==> src/rtl/nls_pkg.sv <==
// shared widths, constants and sequencer types of the natural log block
package nls_pkg;

  localparam int VAL_W   = 64;            // operand width
  localparam int LOG_W   = 38;            // result width
  localparam int QF      = 40;            // fractional bits of the inner arithmetic
  localparam int MW      = 42;            // mantissa, up to 2.0 in Q.40
  localparam int ZW      = 41;            // magnitudes up to 1.0 in Q.40
  localparam int DW      = 42;            // divider denominator, up to 3.0 in Q.40
  localparam int KW      = 6;             // normalize shift count
  localparam int LZW     = 6;             // leading zero count of a 64-bit word
  localparam int LZ_STEPS = 6;            // binary search steps of the zero count
  localparam int KLN_W   = 46;            // k * ln2 in Q.40
  localparam int SUM_W   = 45;            // series sum
  localparam int TOT_W   = 48;            // signed Q.40 total
  localparam int ODD_W   = 5;             // odd series divisor, up to 31
  localparam int CHUNK_W = 8;             // dividend bits per cycle of the odd divider
  localparam int CHUNKS  = 6;             // dividend chunks of the odd divider
  localparam int PLO_W   = 21;            // low slice of the multiplier operand
  localparam int PROD_W  = ZW + PLO_W;    // partial product
  localparam int ACC_W   = 2 * ZW - 1;    // full product of two Q.40 magnitudes

  localparam logic [MW-1:0]  Q_ONE   = MW'(1) << QF;
  localparam logic [QF-1:0]  LN2_Q40 = 40'hB17217F7D2;

  typedef enum logic [3:0] {
    ST_IDLE,
    ST_LZC,
    ST_K,
    ST_M,
    ST_PREP,
    ST_DIV,
    ST_DIV_W,
    ST_SQ,
    ST_SQ_W,
    ST_TDIV,
    ST_TDIV_W,
    ST_FINAL,
    ST_RES,
    ST_OUT
  } nls_state_t;

  typedef enum logic [1:0] {
    MP_IDLE,
    MP_LO,
    MP_HI,
    MP_ACC
  } nls_mul_ph_t;

endpackage

==> src/rtl/nls_mul.sv <==
// shared Q.40 multiplier: one 41x21 multiplier used over two slices, floor(a*b / 2^40)
module nls_mul (
  input  logic                    clk,
  input  logic                    rst_n,
  input  logic                    start,
  input  logic [nls_pkg::ZW-1:0]  a,
  input  logic [nls_pkg::ZW-1:0]  b,
  output logic                    done,
  output logic [nls_pkg::ZW-1:0]  res
);
  import nls_pkg::*;

  nls_mul_ph_t       ph_r, ph_nxt;
  logic [ZW-1:0]     a_r, a_nxt;
  logic [ZW-1:0]     b_r, b_nxt;
  logic [PROD_W-1:0] prod_r, prod_nxt;
  logic [ACC_W-1:0]  acc_r, acc_nxt;
  logic              done_r, done_nxt;
  logic [PLO_W-1:0]  bsel;
  logic [PROD_W-1:0] pprod;

  always_ff @(posedge clk) begin
    if (!rst_n) begin
      ph_r   <= MP_IDLE;
      done_r <= 1'b0;
    end else begin
      ph_r   <= ph_nxt;
      done_r <= done_nxt;
    end
  end

  always_comb begin
    bsel     = (ph_r == MP_LO) ? b_r[PLO_W-1:0] : PLO_W'(b_r[ZW-1:PLO_W]);
    pprod    = {{PLO_W{1'b0}}, a_r} * {{ZW{1'b0}}, bsel};
    ph_nxt   = ph_r;
    a_nxt    = a_r;
    b_nxt    = b_r;
    prod_nxt = prod_r;
    acc_nxt  = acc_r;
    done_nxt = 1'b0;
    unique case (ph_r)
      MP_IDLE: begin
        if (start) begin
          a_nxt  = a;
          b_nxt  = b;
          ph_nxt = MP_LO;
        end
      end
      MP_LO: begin
        prod_nxt = pprod;
        ph_nxt   = MP_HI;
      end
      MP_HI: begin
        acc_nxt  = ACC_W'(prod_r);
        prod_nxt = pprod;
        ph_nxt   = MP_ACC;
      end
      MP_ACC: begin
        // high slice weighs 2^21
        acc_nxt  = acc_r + (ACC_W'(prod_r) << PLO_W);
        done_nxt = 1'b1;
        ph_nxt   = MP_IDLE;
      end
      default: ph_nxt = MP_IDLE;
    endcase
  end

  always_ff @(posedge clk) begin
    a_r    <= a_nxt;
    b_r    <= b_nxt;
    prod_r <= prod_nxt;
    acc_r  <= acc_nxt;
  end

  assign done = done_r;
  assign res  = acc_r[ACC_W-1:QF];

endmodule

==> config.mk <==
export PLATFORM = sky130hd
export DESIGN_NAME = nls_mul
export DESIGN_NICKNAME = d
export VERILOG_FILES = /design/src/rtl/nls_pkg.sv /design/src/rtl/nls_mul.sv
export SDC_FILE = /design/constraint.sdc
export NUM_CORES = 2
export LEC_CHECK = 0
export BUFFER_PORTS_ARGS = -buffer_cell sky130_fd_sc_hd__buf_4
export CAP_MARGIN = 0
export CELL_PAD_IN_SITES_DETAIL_PLACEMENT = 2
export CELL_PAD_IN_SITES_GLOBAL_PLACEMENT = 2
export CORE_MARGIN = 2
export CORE_UTILIZATION = 43
export CTS_CLUSTER_DIAMETER = 150
export DETAILED_ROUTE_END_ITERATION = 8
export PLACE_DENSITY = 0.87
export SLEW_MARGIN = 10
export SYNTH_ARGS = -nofsm -noshare
export SYNTH_HDL_FRONTEND = slang
export SYNTH_SLANG_ARGS = --single-unit
==> constraint.sdc <==
create_clock -name clk -period 11.9 [get_ports clk]
set_input_delay 1.785 -clock clk [delete_from_list [all_inputs] [get_ports clk]]
set_output_delay 1.785 -clock clk [all_outputs]
set_load 0.1 [all_outputs]
==> impl_metrics.toml <==
[finish]
mostFrequentLayoutCells = "inv_1 (795), fa_1 (739), nand2_1 (547)"
regArea_um2 = 6186
nets = 4941
multi_input_area_um2 = 27700
fill_cells = 9148
syn2layout_area_growth_pct = 6.384
drive_gt1_share_pct = 7.302
final_cell_count_no_fill = 5062
final_common_cell = "inv_1"

[worst_setup_path]
start_kind = "register"
rrSetupSlack_ps = 1110
worstSetupPathType = "reg -> reg"
worst_path_most_repeated_cell = "fa_1"
cp-end-kind = "register"
arrival_ps = 11170
critPathSlowestCell = "mux2_2"
worstPathMaxFanout = 41
worst-path-buf-inv = 7
cpLargestDelayFamily = "adder cells"
crit_path_max_incr_delay_ps = 980
r2r_cells = 27
worstReg2RegEnd = "prod_r[60]"
cp.required_ps = 12280
timing.rr.start = "ph_r[1]"

[clock_tree]
root_buffer = "clkbuf_16"
htree_levels = 1
postCtsSetupBuffers = 0
cts_tree = "built"
clkSinkCount = 207
cts_buffers = 28
cts.repair.resized = 0
hold_buffers = 0
cts_buffer_depth = 3
clk_pin_slew_ps = 70
clkLatencyLatePin_ps = 640

[routing]
route.detailed.drc = 0
drtIter0Drc = 2531
routed_wl_mm = 163.4
wl_per_cell_um = 32.28
via_per_inst = 6.031
vias = 30530
ant_nets = 0
first_pass_iters = 5

[global_route]
met2_usage_pct = 64.85
grt-busiest-layer = "met2"
gr-total-overflow = 0
grtUsageMet3_pct = 6.880
antenna_found_initial = 4
grt_start_max_net_pins = 69
first_global_vias = 37480
grt_first_pass_wirelength_mm = 245.9
track_usage_pct = 36.73
grt_use_met1_pct = 40.00

[logic_synthesis]
yosysTopAreaCell = "fa_1"
synth_edf_count = 204
ys_seq_area_share_pct = 16.29
synth_warnings = 0
synth_area_leaders = "fa_1 (39%), edfxtp_1 (16%), inv_1 (7.9%)"
synthCells = 3951
syn_area_um2 = 37960
syn_area_per_cell_um2 = 9.608
ys_async_sr_fraction_pct = 0
synth_seq_cells = 207
yosysTopAreaCellShare_pct = 38.97
synth_nets = 5011
ys_types = 69
synth-main-ff-cell = "edfxtp_1"

[hold_path]
hold_class = "reg -> reg"
hold_end = "acc_r[23]"
holdCritStartpoint = "prod_r[23]"
whs_path_depth = 1

[die]
die_x_um = 301.1
die_area_um2 = 90680
initial_core_util_pct = 43.56
io_pins = 127
die_h_um = 301.1
row_count = 108
coreArea_um2 = 87160

[place]
place_ws_ps = 1798
dpl.hpwl_mm = 116.9
dp_cells = 5006
port_buffers = 126
place_congestion = 0.8824

[timing]
grt_setup_unrepaired = "false"
setup_viol = 0
tightest_slew_ps = 1307
drv_slew = 0
period_needed_ps = 10790
setup_slack_ps = 1107
fmax_mhz = 92.65
min_period_over_period_pct = 90.70
finClkSkew_ps = 25.63
finalHoldViolations = 0
tns_ps = 0
relSlewSlack_pct = 12.83

[outcome]
outcome = "complete, no violations"

[job]
max_cap_viol_count = 0
[per-layer routing]
metal / routed length (um) / vias to the layer above
li1: - / 11910
met1: 56280 / 16130
met2: 83800 / 1718
met3: 10630 / 774
met4: 12680 / 2
met5: 11 / -
[registers in the layout (all words and copies together), names as in the netlist]
register	flops
acc_r	60
a_r	41
prod_r	62
ph_r	2
b_r	41
done	1
[worst max path at each step]
stage,from,end,slack [ps],cells after the start
after global routing,ph_r[1],prod_r[60],1000,27
after CTS,ph_r[1],prod_r[60],1440,27
after global placement,ph_r[1],prod_r[61],2640,28
after detailed placement,ph_r[1],prod_r[60],1800,27
after floorplan,ph_r[1],prod_r[55],3670,30
final,ph_r[1],prod_r[60],1110,27
[worst register-to-register path: cells and delay by family (launching register included)]
kind	cells	cell delay [ps]
AOI/OAI and AO/OA	7	2140
adders and majority gates	9	5050
muxes	1	990
buffers and inverters	7	950
DFF	1	370
and+or+nand+nor	3	1040
[kinds of logic after synthesis]
group,share of synthesized area [%]
flops,16.29
mux,1.767
compound gates,6.981
buf+inv,10.77
xor+xnor,2.561
simple gates,14.88
fa+ha+maj,46.75
[Yosys cell counts (13+ instances only)]
cell type / count
a21o_1: 80
a21oi_1: 137
and2_1: 390
and3_1: 36
buf_4: 41
clkbuf_1: 203
edfxtp_1: 204
fa_1: 739
ha_1: 236
inv_1: 795
mux2_2: 56
nand2_1: 547
nand2b_1: 13
nand3_1: 21
nand4_1: 28
nor2_1: 55
nor2b_1: 22
nor3_1: 17
o21ai_0: 68
o21bai_1: 17
xnor2_1: 66
xor2_1: 45
[area by class of cell]
class	count	area share [%]
multi-input combinational	2697	68.58
inverter	795	7.389
antenna	4	0.02478
sequential	207	15.32
tap	1155	3.578
clock buffer	30	1.754
clock inverter	22	0.5298
timing repair buffer	152	2.825
[stage by stage]
step                      hold WS, ps  cell area [um2]  util (%)
after CTS                       628.7            40380     46.33
after global placement          560.2            39450     45.27
after global routing            642.8            40380     46.33
final                           633.8            40390     46.34
after detailed placement        594.6            39450     45.27
after floorplan                 524.8            37960         -
Power is not shown: default switching activity piles up to over one toggle a cycle in this logic, so the estimate is an artifact.
