`config.mk`:
```
export PLATFORM = sky130hd
export DESIGN_NAME = nls_odd_div
export DESIGN_NICKNAME = d
export VERILOG_FILES = /design/src/rtl/nls_pkg.sv /design/src/rtl/nls_odd_div.sv
export SDC_FILE = /design/constraint.sdc
export NUM_CORES = 1
export LEC_CHECK = 0
export ABC_AREA = 1
export BUFFER_PORTS_ARGS = -buffer_cell sky130_fd_sc_hd__buf_4
export CAP_MARGIN = 0
export CELL_PAD_IN_SITES_DETAIL_PLACEMENT = 0
export CELL_PAD_IN_SITES_GLOBAL_PLACEMENT = 1
export CORE_MARGIN = 5
export CORE_UTILIZATION = 38
export DETAILED_ROUTE_END_ITERATION = 8
export PLACE_DENSITY = 0.76
export SLEW_MARGIN = 20
export SYNTH_ARGS = -nofsm -noshare
export SYNTH_HDL_FRONTEND = slang
export SYNTH_SLANG_ARGS = --single-unit
```
`constraint.sdc`:
```
create_clock -name clk -period 10.5 [get_ports clk]
set_input_delay 2.625 -clock clk [delete_from_list [all_inputs] [get_ports clk]]
set_output_delay 2.625 -clock clk [all_outputs]
set_load 0.01 [all_outputs]
```
`src/rtl/nls_pkg.sv`:
```
// shared widths, constants and sequencer types of the natural log block
package nls_pkg;

  localparam int VAL_W   = 64;            // operand width
  localparam int LOG_W   = 38;            // result width
  localparam int QF      = 40;            // fractional bits of the inner arithmetic
  localparam int MW      = 42;            // mantissa, up to 2.0 in Q.40
  localparam int ZW      = 41;            // magnitudes up to 1.0 in Q.40
  localparam int DW      = 42;            // divider denominator, up to 3.0 in Q.40
  localparam int KW      = 6;             // normalize shift count
  localparam int LZW     = 6;             // leading zero count of a 64-bit word
  localparam int LZ_STEPS = 6;            // binary search steps of the zero count
  localparam int KLN_W   = 46;            // k * ln2 in Q.40
  localparam int SUM_W   = 45;            // series sum
  localparam int TOT_W   = 48;            // signed Q.40 total
  localparam int ODD_W   = 5;             // odd series divisor, up to 31
  localparam int CHUNK_W = 8;             // dividend bits per cycle of the odd divider
  localparam int CHUNKS  = 6;             // dividend chunks of the odd divider
  localparam int PLO_W   = 21;            // low slice of the multiplier operand
  localparam int PROD_W  = ZW + PLO_W;    // partial product
  localparam int ACC_W   = 2 * ZW - 1;    // full product of two Q.40 magnitudes

  localparam logic [MW-1:0]  Q_ONE   = MW'(1) << QF;
  localparam logic [QF-1:0]  LN2_Q40 = 40'hB17217F7D2;

  typedef enum logic [3:0] {
    ST_IDLE,
    ST_LZC,
    ST_K,
    ST_M,
    ST_PREP,
    ST_DIV,
    ST_DIV_W,
    ST_SQ,
    ST_SQ_W,
    ST_TDIV,
    ST_TDIV_W,
    ST_FINAL,
    ST_RES,
    ST_OUT
  } nls_state_t;

  typedef enum logic [1:0] {
    MP_IDLE,
    MP_LO,
    MP_HI,
    MP_ACC
  } nls_mul_ph_t;

endpackage

```
`src/rtl/nls_odd_div.sv`:
```
// divider by a small odd number, eight dividend bits a cycle
module nls_odd_div (
  input  logic                      clk,
  input  logic                      rst_n,
  input  logic                      start,
  input  logic [nls_pkg::ZW-1:0]    dividend,
  input  logic [nls_pkg::ODD_W-1:0] divisor,
  output logic                      done,
  output logic [nls_pkg::ZW-1:0]    quo
);
  import nls_pkg::*;

  localparam int DVD_W = CHUNK_W * CHUNKS;
  localparam int CW    = $clog2(CHUNKS + 1);

  logic [DVD_W-1:0]   dvd_r, dvd_nxt;
  logic [DVD_W-1:0]   quo_r, quo_nxt;
  logic [ODD_W-1:0]   r_r, r_nxt;
  logic [ODD_W-1:0]   d_r, d_nxt;
  logic [CW-1:0]      cnt_r, cnt_nxt;
  logic               done_r, done_nxt;
  logic [ODD_W-1:0]   r;
  logic [ODD_W:0]     x;
  logic [CHUNK_W-1:0] qb;
  logic [CHUNK_W-1:0] chunk;

  always_comb begin
    r     = r_r;
    x     = '0;
    qb    = '0;
    chunk = dvd_r[DVD_W-1 -: CHUNK_W];
    // partial remainder stays below the divisor
    for (int i = CHUNK_W - 1; i >= 0; i--) begin
      x = {r, chunk[i]};
      if (x >= {1'b0, d_r}) begin
        x     = x - {1'b0, d_r};
        qb[i] = 1'b1;
      end
      r = x[ODD_W-1:0];
    end

    dvd_nxt  = dvd_r;
    quo_nxt  = quo_r;
    r_nxt    = r_r;
    d_nxt    = d_r;
    cnt_nxt  = cnt_r;
    done_nxt = 1'b0;
    if (start) begin
      dvd_nxt = DVD_W'(dividend);
      quo_nxt = '0;
      r_nxt   = '0;
      d_nxt   = divisor;
      cnt_nxt = CW'(CHUNKS);
    end else if (cnt_r != '0) begin
      dvd_nxt  = dvd_r << CHUNK_W;
      quo_nxt  = {quo_r[DVD_W-CHUNK_W-1:0], qb};
      r_nxt    = r;
      cnt_nxt  = cnt_r - 1'b1;
      done_nxt = (cnt_r == CW'(1));
    end
  end

  always_ff @(posedge clk) begin
    if (!rst_n) begin
      cnt_r  <= '0;
      done_r <= 1'b0;
    end else begin
      cnt_r  <= cnt_nxt;
      done_r <= done_nxt;
    end
  end

  always_ff @(posedge clk) begin
    dvd_r <= dvd_nxt;
    quo_r <= quo_nxt;
    r_r   <= r_nxt;
    d_r   <= d_nxt;
  end

  assign done = done_r;
  assign quo  = quo_r[ZW-1:0];

endmodule

```
==> metrics.md <==
| Metric | Value |
|---|---|
| Top-count cell post-synth | `nand2_1` |
| Vias per cell | `4.79` |
| Wire length of the first global-routing pass | `24,900 um` |
| Die ar. | `18,300 sq um` |
| Clock slew at the register clock pins of the worst setup and hold paths | `0.08 ns` |
| Dominant cell type by area after synthesis | `edfxtp_1` |
| Fillcell total | `1,479` |
| Ranking of synthesized cells by instance count | `nand2_1 (232), inv_1 (115), dfxtp_1 (57), edfxtp_1 (46), ha_1 (42)` |
| Fraction of final layout cells sized beyond drive strength 1 | `0.317` |
| DRC marker count from the first detailed-route iteration | `178` |
| Clock insertion delay at the later pin of the skew report | `0.35 ns` |
| H-tree level count | `3` |
| Setup slack, reg-to-reg | `0.57 ns` |
| Required time of the critical path | `10.79 ns` |
| Net total in the final layout | `987` |
| Sequential area share after synthesis | `0.423` |
| Horiz. Die Dim | `135 um` |
| First-pass detailed-route iteration total | `5` |
| Minimum clock period | `9.93 ns` |
| Period Utilization, post-route | `0.946` |
| Number of nets with antenna violations after detailed routing | `0` |
| Number of instances in the synthesized netlist | `742` |
| Core Util, Final | `0.526` |
| Highest cell delay on the worst timing path | `0.35 ns` |
| Number of standard-cell rows in the floorplan | `45` |
| Total CTS buffers | `9` |
| Global route overflow | `0` |
| Wire length on met2 | `8040 um` |
| Total routed wire length on the met1 layer | `6960 um` |
| Critical Path Most Common Cell | `nand2_1` |
| Clock Skews | `0.0105 ns` |
| Top-area cell type share of the netlist area | `0.232` |
| Post-synth net total | `841` |
| Worst relative slew slack | `0.356` |
| Area Overhead vs Synth | `35.2%` |
| Maximum Capacitance Violations | `0` |
| Area of combinational cells with multiple inputs | `3390 sq um` |
| Crit Path Category | `register to register` |
| Global-route usage over all layers | `0.169` |
| Number of diodes | `0` |
| Startpoint kind of the worst setup timing path | `register` |
| Largest net degree at the start of global routing | `68` |
| Area taken by flip-flops and latches | `2520 sq um` |
| CP Capture Type | `register` |
| Count of endpoints failing setup in the final report | `0` |
| Count of unresolved DRC violations after routing | `0` |
| Library cell contributing the largest single delay on the critical path | `fa_2` |
| Sum of net half-perimeters after detailed placement | `11,700 um` |
| Fmax | `0.101 GHz` |
| I/O Buffers | `90` |
| Number of antenna violations at the first check in global routing | `0` |
| WL final | `16,200 um` |
| Number of buffers on the longest clock path | `2` |
| Mean cell area of the mapped netlist | `8.03 sq um` |
| Instance count after placement with tap cells included | `1,063` |
| Arrival time of the worst setup path | `10.23 ns` |
| TritonCTS clock tree | `done` |
| Outcome | `finished, final reports clean` |
| Number of enable flip-flop cells after synthesis | `46` |
| Hold Worst Slack | `0.450 ns` |
| Total length of routed met3 wires | `786 um` |
| Final-report max-slew violation count | `0` |
| Die Span Y | `135 um` |
| Via count of the first global-routing pass | `5,234` |
| Count of non-filler cells in the finished layout | `1,104` |
| Slew of the pin with the lowest slew margin | `0.960 ns` |
| Routed vias | `5,291` |
| Routed wire length per instance | `14.6 um` |
| Clock Sinks | `103` |
| Worst min-delay path category | `register to register` |
| Root buf cell | `clkbuf_16` |
| Yosys warnings | `0` |
| I/O pin cnt | `91` |
| Proportion of synthesized flip-flops having asynchronous set or reset | `0` |
| Core footprint | `15,300 sq um` |
| Number of distinct library cell variants in the gate-level netlist after synthesis | `39` |
| Starting Density | `0.389` |
| Most used flip-flop cell after synthesis | `dfxtp_1` |
| Final estimated routing congestion in global placement | `0.847` |
| Netlist Area Pre-Place | `5960 sq um` |
| Max FO, Critical Path | `7` |
| Flops & latches, synth | `103` |
| Top area cells in the synthesized netlist | `edfxtp_1 (23%), dfxtp_1 (19%), nand2_1 (15%)` |
| Total count of hold-check failures in the final report | `0` |
| DR top layer | `met4` |
==> sequential cells by signal, summed over array words and instances, names as in the netlist <==
name   flops
cnt_r      3
d_r        5
done       1
dvd_r     48
quo_r     41
r_r        5
==> per-layer routing <==
layer,vias up,track usage
li1,2675,-
met1,2465,0.216
met2,129,0.287
met3,22,0.0371
met4,0,0.0487
met5,-,0
==> path summary, 6_finish.rpt <==
path	from	endpoint	cells after the start
worst max-delay path	dvd_r[47]	r_r[2]	80
worst min-delay path	dvd_r[38]	dvd_r[46]	2
worst max register to register	dvd_r[47]	r_r[2]	80
worst min register to register	dvd_r[38]	dvd_r[46]	2
==> through the flow <==
step | worst slack (ns) | instance area (sq um) | setup TNS, ns
finish | 0.566 | 8060 | 0
global route | -0.140 | 8060 | -0.531
CTS | 0.0317 | 7530 | 0
detailed placement | -0.716 | 7130 | -3.69
global placement | -0.401 | 7130 | -1.63
floorplan | 0.0101 | 5970 | 0
==> critical path, delay by kind of cell (launching register included) <==
kind,cells,cell delay [ns]
AOI/OAI and AO/OA,14,2.30
and+or+nand+nor,40,3.40
DFF,1,0.30
adders and majority gates,9,2.41
buffers and inverters,17,1.42
==> placed cells by master, fill, tap and decap left out, types with 7 or more instances in the layout <==
cell / instances
a21oi_1: 14
nand2_2: 29
edfxtp_1: 46
ha_1: 24
nand3_1: 26
nor2_1: 36
dfxtp_1: 57
o21ai_0: 27
xor2_1: 12
ha_4: 17
buf_4: 149
inv_2: 17
clkbuf_16: 9
nand2_1: 208
nand3_4: 7
o22ai_1: 27
xnor2_1: 7
fa_2: 7
inv_1: 100
==> timing repair <==
action,in CTS,in global routing
setup endpoints to repair,6,6
setup buffers,4,20
pin swaps,6,39
gates cloned,0,1
resized for setup,25,80
hold buffers,0,0
==> layout make-up <==
cell class | count | share of cell area
clock buffer | 10 | 0.0284
multi-input combinational | 502 | 0.421
sequential | 103 | 0.313
inverter | 121 | 0.0567
timing repair buffer | 151 | 0.142
tap | 211 | 0.0328
clock inverter | 6 | 0.00668
==> cells by family after synthesis <==
logic type,after synthesis,share of synthesized area
XOR/XNOR,19,0.0279
AND/OR/NAND/NOR,334,0.251
AO/OA/AOI/OAI,98,0.0957
flip-flops,103,0.423
adder cells (fa/ha/maj),50,0.115
buffers and inverters,138,0.0869
Power is not shown: default switching activity piles up to over one toggle a cycle in this logic, so the estimate is an artifact.
