### config.mk
export PLATFORM = sky130hd
export DESIGN_NAME = nls_div
export DESIGN_NICKNAME = d
export VERILOG_FILES = /design/src/rtl/nls_pkg.sv /design/src/rtl/nls_div.sv
export SDC_FILE = /design/constraint.sdc
export NUM_CORES = 1
export LEC_CHECK = 0
export ABC_CLOCK_PERIOD_IN_PS = 2800
export BUFFER_PORTS_ARGS = -buffer_cell sky130_fd_sc_hd__buf_2
export CELL_PAD_IN_SITES_DETAIL_PLACEMENT = 0
export CELL_PAD_IN_SITES_GLOBAL_PLACEMENT = 1
export CORE_UTILIZATION = 30
export CTS_CLUSTER_DIAMETER = 100
export CTS_CLUSTER_SIZE = 24
export DETAILED_ROUTE_END_ITERATION = 12
export GPL_ROUTABILITY_DRIVEN = 0
export PLACE_DENSITY = 0.62
export SLEW_MARGIN = 20
export SYNTH_ARGS = -nofsm -noshare
export SYNTH_HDL_FRONTEND = slang
export SYNTH_SLANG_ARGS = --single-unit
### constraint.sdc
create_clock -name clk -period 2.8 [get_ports clk]
set_input_delay 0.14 -clock clk [delete_from_list [all_inputs] [get_ports clk]]
set_output_delay 0.14 -clock clk [all_outputs]
set_load 0.005 [all_outputs]
### src/rtl/nls_pkg.sv
// shared widths, constants and sequencer types of the natural log block
package nls_pkg;

  localparam int VAL_W   = 64;            // operand width
  localparam int LOG_W   = 38;            // result width
  localparam int QF      = 40;            // fractional bits of the inner arithmetic
  localparam int MW      = 42;            // mantissa, up to 2.0 in Q.40
  localparam int ZW      = 41;            // magnitudes up to 1.0 in Q.40
  localparam int DW      = 42;            // divider denominator, up to 3.0 in Q.40
  localparam int KW      = 6;             // normalize shift count
  localparam int LZW     = 6;             // leading zero count of a 64-bit word
  localparam int LZ_STEPS = 6;            // binary search steps of the zero count
  localparam int KLN_W   = 46;            // k * ln2 in Q.40
  localparam int SUM_W   = 45;            // series sum
  localparam int TOT_W   = 48;            // signed Q.40 total
  localparam int ODD_W   = 5;             // odd series divisor, up to 31
  localparam int CHUNK_W = 8;             // dividend bits per cycle of the odd divider
  localparam int CHUNKS  = 6;             // dividend chunks of the odd divider
  localparam int PLO_W   = 21;            // low slice of the multiplier operand
  localparam int PROD_W  = ZW + PLO_W;    // partial product
  localparam int ACC_W   = 2 * ZW - 1;    // full product of two Q.40 magnitudes

  localparam logic [MW-1:0]  Q_ONE   = MW'(1) << QF;
  localparam logic [QF-1:0]  LN2_Q40 = 40'hB17217F7D2;

  typedef enum logic [3:0] {
    ST_IDLE,
    ST_LZC,
    ST_K,
    ST_M,
    ST_PREP,
    ST_DIV,
    ST_DIV_W,
    ST_SQ,
    ST_SQ_W,
    ST_TDIV,
    ST_TDIV_W,
    ST_FINAL,
    ST_RES,
    ST_OUT
  } nls_state_t;

  typedef enum logic [1:0] {
    MP_IDLE,
    MP_LO,
    MP_HI,
    MP_ACC
  } nls_mul_ph_t;

endpackage

### src/rtl/nls_div.sv
// restoring divider, one quotient bit a cycle, gives floor(num * 2^40 / den)
module nls_div (
  input  logic                    clk,
  input  logic                    rst_n,
  input  logic                    start,
  input  logic [nls_pkg::ZW-1:0]  num,
  input  logic [nls_pkg::DW-1:0]  den,
  output logic                    done,
  output logic [nls_pkg::ZW-1:0]  quo
);
  import nls_pkg::*;

  localparam int STEPS = QF;
  localparam int CW    = $clog2(STEPS + 1);

  logic [DW-1:0] den_r, den_nxt;
  logic [DW-1:0] rem_r, rem_nxt;
  logic [ZW-1:0] quo_r, quo_nxt;
  logic [CW-1:0] cnt_r, cnt_nxt;
  logic          done_r, done_nxt;
  logic [DW:0]   trial;
  logic [DW:0]   diff;
  logic [DW-1:0] num_x;
  logic          ge0;

  always_comb begin
    num_x    = DW'(num);
    ge0      = num_x >= den;
    trial    = {rem_r, 1'b0};
    diff     = trial - {1'b0, den_r};
    den_nxt  = den_r;
    rem_nxt  = rem_r;
    quo_nxt  = quo_r;
    cnt_nxt  = cnt_r;
    done_nxt = 1'b0;
    if (start) begin
      // integer part is 0 or 1 since num never exceeds den
      den_nxt = den;
      rem_nxt = ge0 ? num_x - den : num_x;
      quo_nxt = ZW'(ge0);
      cnt_nxt = CW'(STEPS);
    end else if (cnt_r != '0) begin
      if (trial >= {1'b0, den_r}) begin
        rem_nxt = diff[DW-1:0];
        quo_nxt = {quo_r[ZW-2:0], 1'b1};
      end else begin
        rem_nxt = trial[DW-1:0];
        quo_nxt = {quo_r[ZW-2:0], 1'b0};
      end
      cnt_nxt  = cnt_r - 1'b1;
      done_nxt = (cnt_r == CW'(1));
    end
  end

  always_ff @(posedge clk) begin
    if (!rst_n) begin
      cnt_r  <= '0;
      done_r <= 1'b0;
    end else begin
      cnt_r  <= cnt_nxt;
      done_r <= done_nxt;
    end
  end

  always_ff @(posedge clk) begin
    den_r <= den_nxt;
    rem_r <= rem_nxt;
    quo_r <= quo_nxt;
  end

  assign done = done_r;
  assign quo  = quo_r;

endmodule

==> results.tsv, run 1 <==
stage	metric	value	unit
global_routing	Total GRT Usage	21.5	%
power	VDD IR-drop max	0.000559	V
clocking	CTS sink count	132	
synthesis	syn_nets	1473	
die	die width	189	um
finish	Reg area	0.00349	mm^2
worst_hold_path	Worst Min Path Start	den[9]	
global_routing	largest net degree at the start of global routing	61	
finish	share of layout cells above drive strength 1	39.3	%
finish	most common cell after layout, fill and taps aside	buf_4	
synthesis	Syn Std Cell Area	0.0105	mm^2
global_routing	initial antenna violation count	5	
synthesis	synthesized flop and latch total	132	
routing	WL final	39100	um
worst_setup_path	critical path capture point type	flop	
synthesis	Synth cell types	64	
clocking	H-tree Lvls	4	
die	core area	0.0345	mm^2
synthesis	sequential fraction of the synthesis area	33.3	%
finish	Filler cells	3343	
sta	crit share post-route	111	%
synthesis	Main synth FF type	edfxtp_1	
worst_setup_path	CP startpoint	rem_r[0]$_DFFE_PP_	
routing	vias per cell	4.97	
sta	slew margin rel.	52.4	%
power	Total Power	16.0	mW
power	power per cell area	963	mW/mm^2
finish	multi-input logic area	0.00734	mm^2
synthesis	Cells after Synth	1300	
clocking	CTS buffer count	17	
worst_setup_path	CP max FO	3	
finish	highest-count cells in the layout ignoring fill and taps	336 x buf_4, 165 x nand2_1, 130 x a21oi_1	
sta	Max Clk Rate	323	MHz
worst_setup_path	required time worst endpoint	3.08	ns
sta	setup violators final	42	
clocking	CTS tree	done	
worst_setup_path	worst r2r src	rem_r[0]$_DFFE_PP_	
sta	Max Slew Vio Count	0	
sta	Hold Fails Final Rpt	0	
worst_setup_path	critical path data arrival time	3.38	ns
run_status	failing checks	setup timing	
die	number of I/O pins	128	
clocking	root buffer cell	clkbuf_16	
run	max-cap viol count	0	
routing	routed via count	11296	
placed_design	DP Area	0.0141	mm^2
finish	synth-to-layout area growth	58.7	%
sta	Final Skew	0.0153	ns
routing	DRT antenna net count	0	
placed_design	PortBufs	127	
synthesis	Async SR Flop Fraction	0	%
synthesis	Avg Cell Area, Syn	8.06	um^2
finish	Final #Nets	1974	
routing	initial drt markers	872	
clocking	worst skew pair latency	0.44	ns
power	LEAKAGE	7.51	nW
sta	Worst Tran Pin Value	0.713	ns
die	Die Area	0.0357	mm^2
synthesis	yosys warns	0	
routing	per-cell routed wire length	17.2	um
sta	worst hold slack	0.0194	ns
sta	setup_tns	-6.57	ns
sta	RSZ-0062 raised after global routing	true	
die	Row Count	68	
clocking	clock-pin slew on the worst setup and hold paths	0.06	ns
sta	Final WS setup	-0.300	ns
sta	Tmin final	3.10	ns
global_routing	total grt overflow	0	
finish	post-route cell area	0.0166	mm^2
routing	Post-route DRC	0	
placed_design	HPWL after detailed placement	29600	um
worst_setup_path	critical path class	reg2reg	
die	DIE HEIGHT	189	um
routing	First-pass DRT Iterations	5	
worst_hold_path	Hold WC Path Type	in2reg	
global_routing	vias in the first global route	10956	
global_routing	first-pass GRT wire length	60000	um
clocking	Longest Clk Path Bufs	2	
die	Initial Util	30.4	%
synthesis	EDFF count, synth	85	
worst_setup_path	Startpoint Class	flop	
run_status	status	finished, violations left	
## power breakdown
part / switching, mW / internal (mW) / total (mW)
sequential: 0.350 / 2.61 / 2.96
combinational: 5.36 / 5.49 / 10.8
clock: 0.936 / 1.28 / 2.21
## flip-flops by register name, summed over array words and instances, names as in the netlist
signal / count
cnt_r: 6
den_r: 42
done: 1
quo: 41
rem_r: 42
## synth_stat cells, types with 4 or more instances
master	instances	area, um^2
buf_2	9	45.0
a21boi_0	4	30.0
o211ai_1	18	135
xor2_1	24	210
inv_1	125	469
o21a_1	7	52.6
nor4_1	6	37.5
a21oi_1	149	746
nand3_1	19	95.1
edfxtp_1	85	2550
or3_1	6	37.5
a221o_1	4	40.0
ha_1	85	1060
and2_1	6	37.5
nor2_1	69	259
a31oi_1	13	81.3
a211o_1	4	35.0
nand4_1	25	156
and3_1	9	56.3
a211oi_1	30	225
o21ai_1	43	215
mux2i_1	19	190
o31ai_1	7	52.6
xnor2_1	47	412
nor2b_1	10	62.6
nand2b_1	11	68.8
nand2_1	181	679
a21o_1	36	270
o21ai_0	52	260
clkbuf_1	54	203
dfxtp_1	47	941
nor3_1	23	115
o21bai_1	22	165
## through the flow
step | cells | utilization (%) | setup WS, ns
after floorplan | 1300 | - | -0.00954
after global placement | 2146 | 40.8 | -0.581
after detailed placement | 2146 | 40.8 | -0.647
after CTS | 2258 | 46.5 | -0.263
after global routing | 2274 | 48.3 | -0.407
final | 2274 | 48.3 | -0.300
## area by class of cell
| class | count | share of cell area, % |
|---|---|---|
| Antenna cell | 5 | 0.0752 |
| Clock buffer | 22 | 2.98 |
| Clock inverter | 10 | 0.504 |
| Inverter | 125 | 2.82 |
| Multi-Input combinational cell | 976 | 44.1 |
| Sequential cell | 132 | 21.0 |
| Tap cell | 455 | 3.42 |
| Timing Repair Buffer | 549 | 25.1 |
## worst paths after layout
| path | to | slack [ns] | cells after the start |
|---|---|---|---|
| max | rem_r[40]$_DFFE_PP_ | -0.30 | 15 |
| min | den_r[9]$_DFFE_PP_ | 0.02 | 2 |
| max reg2reg | rem_r[40]$_DFFE_PP_ | -0.30 | 15 |
| min reg2reg | quo[40]$_SDFFE_PP0N_ | 0.47 | 2 |
## metal layers
layer  vias to the layer above  share of wire [%]  global-route usage [%]
li1                       5666                  -                       -
met1                      5325                 51                    31.9
met2                       267                 43                    31.6
met3                        38                4.1                    3.06
met4                         0                1.9                    7.10
met5                         -                  0                       0
## cells by family (layout without fill, tap and decap cells)
family                   Yosys count  after routing  synth area share [%]
XOR/XNOR                          71             71                  5.93
adder cells (fa/ha/maj)           87             87                  10.5
buffers and inverters            192            706                  7.05
flip-flops                       132            132                  33.3
multiplexers                      22             22                  2.14
other                              0              5                     0
AO/OA/AOI/OAI                    426            426                  25.3
AND/OR/NAND/NOR                  370            370                  15.7
## critical path: stages (launching register included)
cell and delay [ns]:
edfxtp_1 0.43, buf_6 0.15, fa_2 0.38, a211oi_2 0.28, buf_4 0.16, o211ai_1 0.14
nand3_2 0.18, buf_6 0.12, nor2_4 0.03, nor4_2 0.20, buf_4 0.18, nor4_4 0.05
a21oi_2 0.16, mux2i_1 0.23, nor2_1 0.08, a211oi_2 0.18
## what timing repair did
action,in CTS,in global routing
resized for setup,134,112
cloned,3,1
hold endpoints to repair,38,0
hold buffers,37,0
endpoints found under the setup margin,43,43
pin swaps,47,70
buffers inserted,42,18
(Power assumes the default switching activity.)
==> run 2: changes to the inputs <==
PLACE_DENSITY = 0.6   (was 0.62)
==> results.tsv, run 2 (same netlist as run 1, synthesis figures left out) <==
stage	metric	value	unit	change
finish	highest-count cells in the layout ignoring fill and taps	343 x buf_4, 169 x nand2_1, 133 x a21oi_1		
sta	Max Clk Rate	328	MHz	+1.6%
run	max-cap viol count	0		unchanged
clocking	CTS sink count	132		unchanged
die	number of I/O pins	128		unchanged
power	LEAKAGE	7.37	nW	-1.7%
finish	Filler cells	3358		+0.45%
power	power per cell area	954	mW/mm^2	-0.93%
die	Initial Util	30.4	%	unchanged
finish	share of layout cells above drive strength 1	38.6	%	-0.68 points
power	P_sw	6.55	mW	-1.4%
sta	RSZ-0062 raised after global routing	true		
clocking	H-tree Lvls	4		unchanged
worst_setup_path	CP max FO	7		+4
power	Total Power	15.6	mW	-2.4%
routing	routed via count	11178		-1.0%
global_routing	Total GRT Usage	21.9	%	+0.38 points
worst_setup_path	worst r2r src	rem_r[30]$_DFFE_PP_		
routing	WL final	39500	um	+1.1%
worst_setup_path	critical path capture point type	flop		
sta	Final WS setup	-0.250	ns	+0.0502 ns
power	Clock Power Share	14.2	%	+0.4 points
routing	First-pass DRT Iterations	4		-1
sta	Max Slew Vio Count	0		unchanged
finish	Util after Layout	47.6	%	-0.70 points
clocking	root buffer cell	clkbuf_16		
finish	Final #Nets	1954		-1.0%
clocking	worst skew pair latency	0.45	ns	about the same
worst_hold_path	Hold Crit Depth	2		unchanged
routing	Post-route DRC	0		unchanged
sta	Tmin final	3.05	ns	-0.0502 ns
global_routing	initial antenna violation count	1		-4
clocking	clock-pin slew on the worst setup and hold paths	0.06	ns	about the same
placed_design	PortBufs	127		unchanged
placed_design	Setup WS pre-CTS	-0.586	ns	+0.0608 ns
finish	most common cell after layout, fill and taps aside	buf_4		
worst_setup_path	worst reg2reg path depth	12		-3
power	Seq pwr share	19.1	%	+0.6 points
placed_design	HPWL after detailed placement	30100	um	+1.5%
clocking	Longest Clk Path Bufs	2		unchanged
sta	Final Skew	0.0180	ns	+0.00272 ns
power	VDD IR-drop max	0.000676	V	+21%
sta	Worst Tran Pin Value	0.656	ns	-0.0577 ns
die	die width	189	um	unchanged
power	Int Power	9.08	mW	-3.1%
routing	initial drt markers	807		-7.5%
worst_setup_path	Startpoint Class	flop		
global_routing	total grt overflow	0		unchanged
die	Die Area	0.0357	mm^2	unchanged
global_routing	vias in the first global route	10820		-1.2%
die	Row Count	68		unchanged
die	core area	0.0345	mm^2	unchanged
worst_hold_path	Hold WC Path Type	in2reg		
finish	Final Instance Count excl. Fillers	2250		-1.1%
finish	synth-to-layout area growth	56.4	%	
routing	vias per cell	4.97		about the same
power	Comb power frac	66.8	%	-0.9 points
clocking	CTS buffer count	17		unchanged
sta	slew margin rel.	56.3	%	+3.8 points
routing	per-cell routed wire length	17.5	um	+2.1%
worst_hold_path	Worst Min Path Start	den[30]		
worst_setup_path	critical path data arrival time	3.24	ns	-0.14 ns
die	DIE HEIGHT	189	um	unchanged
clocking	CTS tree	done		
sta	crit share post-route	109	%	-1.8 points
worst_setup_path	required time worst endpoint	2.99	ns	-0.09 ns
run_status	failing checks	setup timing		
global_routing	largest net degree at the start of global routing	88		+44%
sta	setup violators final	41		-2.4%
global_routing	first-pass GRT wire length	60500	um	+0.87%
routing	DRT antenna net count	0		unchanged
placed_design	Placed Instances	2147		+0.047%
sta	Hold Fails Final Rpt	0		unchanged
worst_setup_path	critical path class	reg2reg		
worst_setup_path	CP startpoint	rem_r[30]$_DFFE_PP_		
power	switching share of power	41.9	%	+0.42 points
run_status	status	finished, violations left		
[run 2: cell count changes in the layout (fill, tap and decap cells not counted), sizes merged]
| cell | change |
|---|---|
| buf | -14 |
| dlygate4sd3 | -7 |
| diode | -4 |
| inv | +2 |
| clkinv | -1 |
[run 2: power by group through the flow]
stage | registers (mW) | clock network, mW | logic [mW]
after floorplan | 2.78 | 0 | 4.28
after global placement | 2.89 | 0 | 7.70
after detailed placement | 2.90 | 0 | 7.65
after global routing | 3.02 | 2.33 | 11.2
after CTS | 2.93 | 2.25 | 9.02
final | 2.98 | 2.21 | 10.4
[run 2: layer usage]
| metal | track usage (%) | wire length [um] | up-vias |
|---|---|---|---|
| met5 | 0 | 0 | - |
| met4 | 6.45 | 864 | 0 |
| met3 | 2.95 | 1400 | 42 |
| met2 | 32.2 | 17000 | 234 |
| met1 | 32.8 | 20200 | 5301 |
| li1 | - | - | 5601 |
[run 2: worst paths after layout]
kind	to	slack, ns
setup / recovery	rem_r[40]$_DFFE_PP_	-0.25
hold / removal	den_r[30]$_DFFE_PP_	0.01
setup reg to reg	rem_r[40]$_DFFE_PP_	-0.25
hold reg to reg	quo[40]$_SDFFE_PP0N_	0.46
[run 2: critical path, cell delays in order, from the launching register on]
cell and delay, ns:
edfxtp_1 0.41, ha_1 0.32, buf_4 0.16, nand4_1 0.13, nor2b_1 0.17, or4b_4 0.54, buf_4 0.17, o21ai_4 0.30
buf_6 0.19, buf_4 0.12, nand3_1 0.07, o211ai_1 0.11, a211oi_1 0.09
[run 2: area by class of cell]
class	instances	area [um^2]	share of cell area (%)
Multi-Input combinational cell	976	7320	44.6
Timing Repair Buffer	529	3970	24.2
Sequential cell	132	3490	21.3
Tap cell	455	569	3.47
Clock buffer	21	482	2.94
Inverter	125	469	2.86
Clock inverter	11	85.1	0.519
Antenna cell	1	2.50	0.0153
[run 2: what timing repair did]
item                                    in CTS  in global routing
pin swaps                                   40                 53
endpoints found under the setup margin      42                 43
setup buffers                               25                 15
hold buffers                                30                  0
cloned                                       3                  2
gates resized for setup                    109                108
hold endpoints to repair                    31                  0
[run 2: metrics by stage]
stage / hold WS, ns / area [um^2] / TNS, ns
6_report: 0.0134 / 16400 / -5.57
5_1_grt: 0.00498 / 16400 / -11.33
4_1_cts: 0.00204 / 15700 / -4.64
3_5_place_dp: 0.339 / 14100 / -18.16
3_3_place_gp: 0.333 / 14100 / -15.88
2_1_floorplan: 0.239 / 10600 / -0.00954
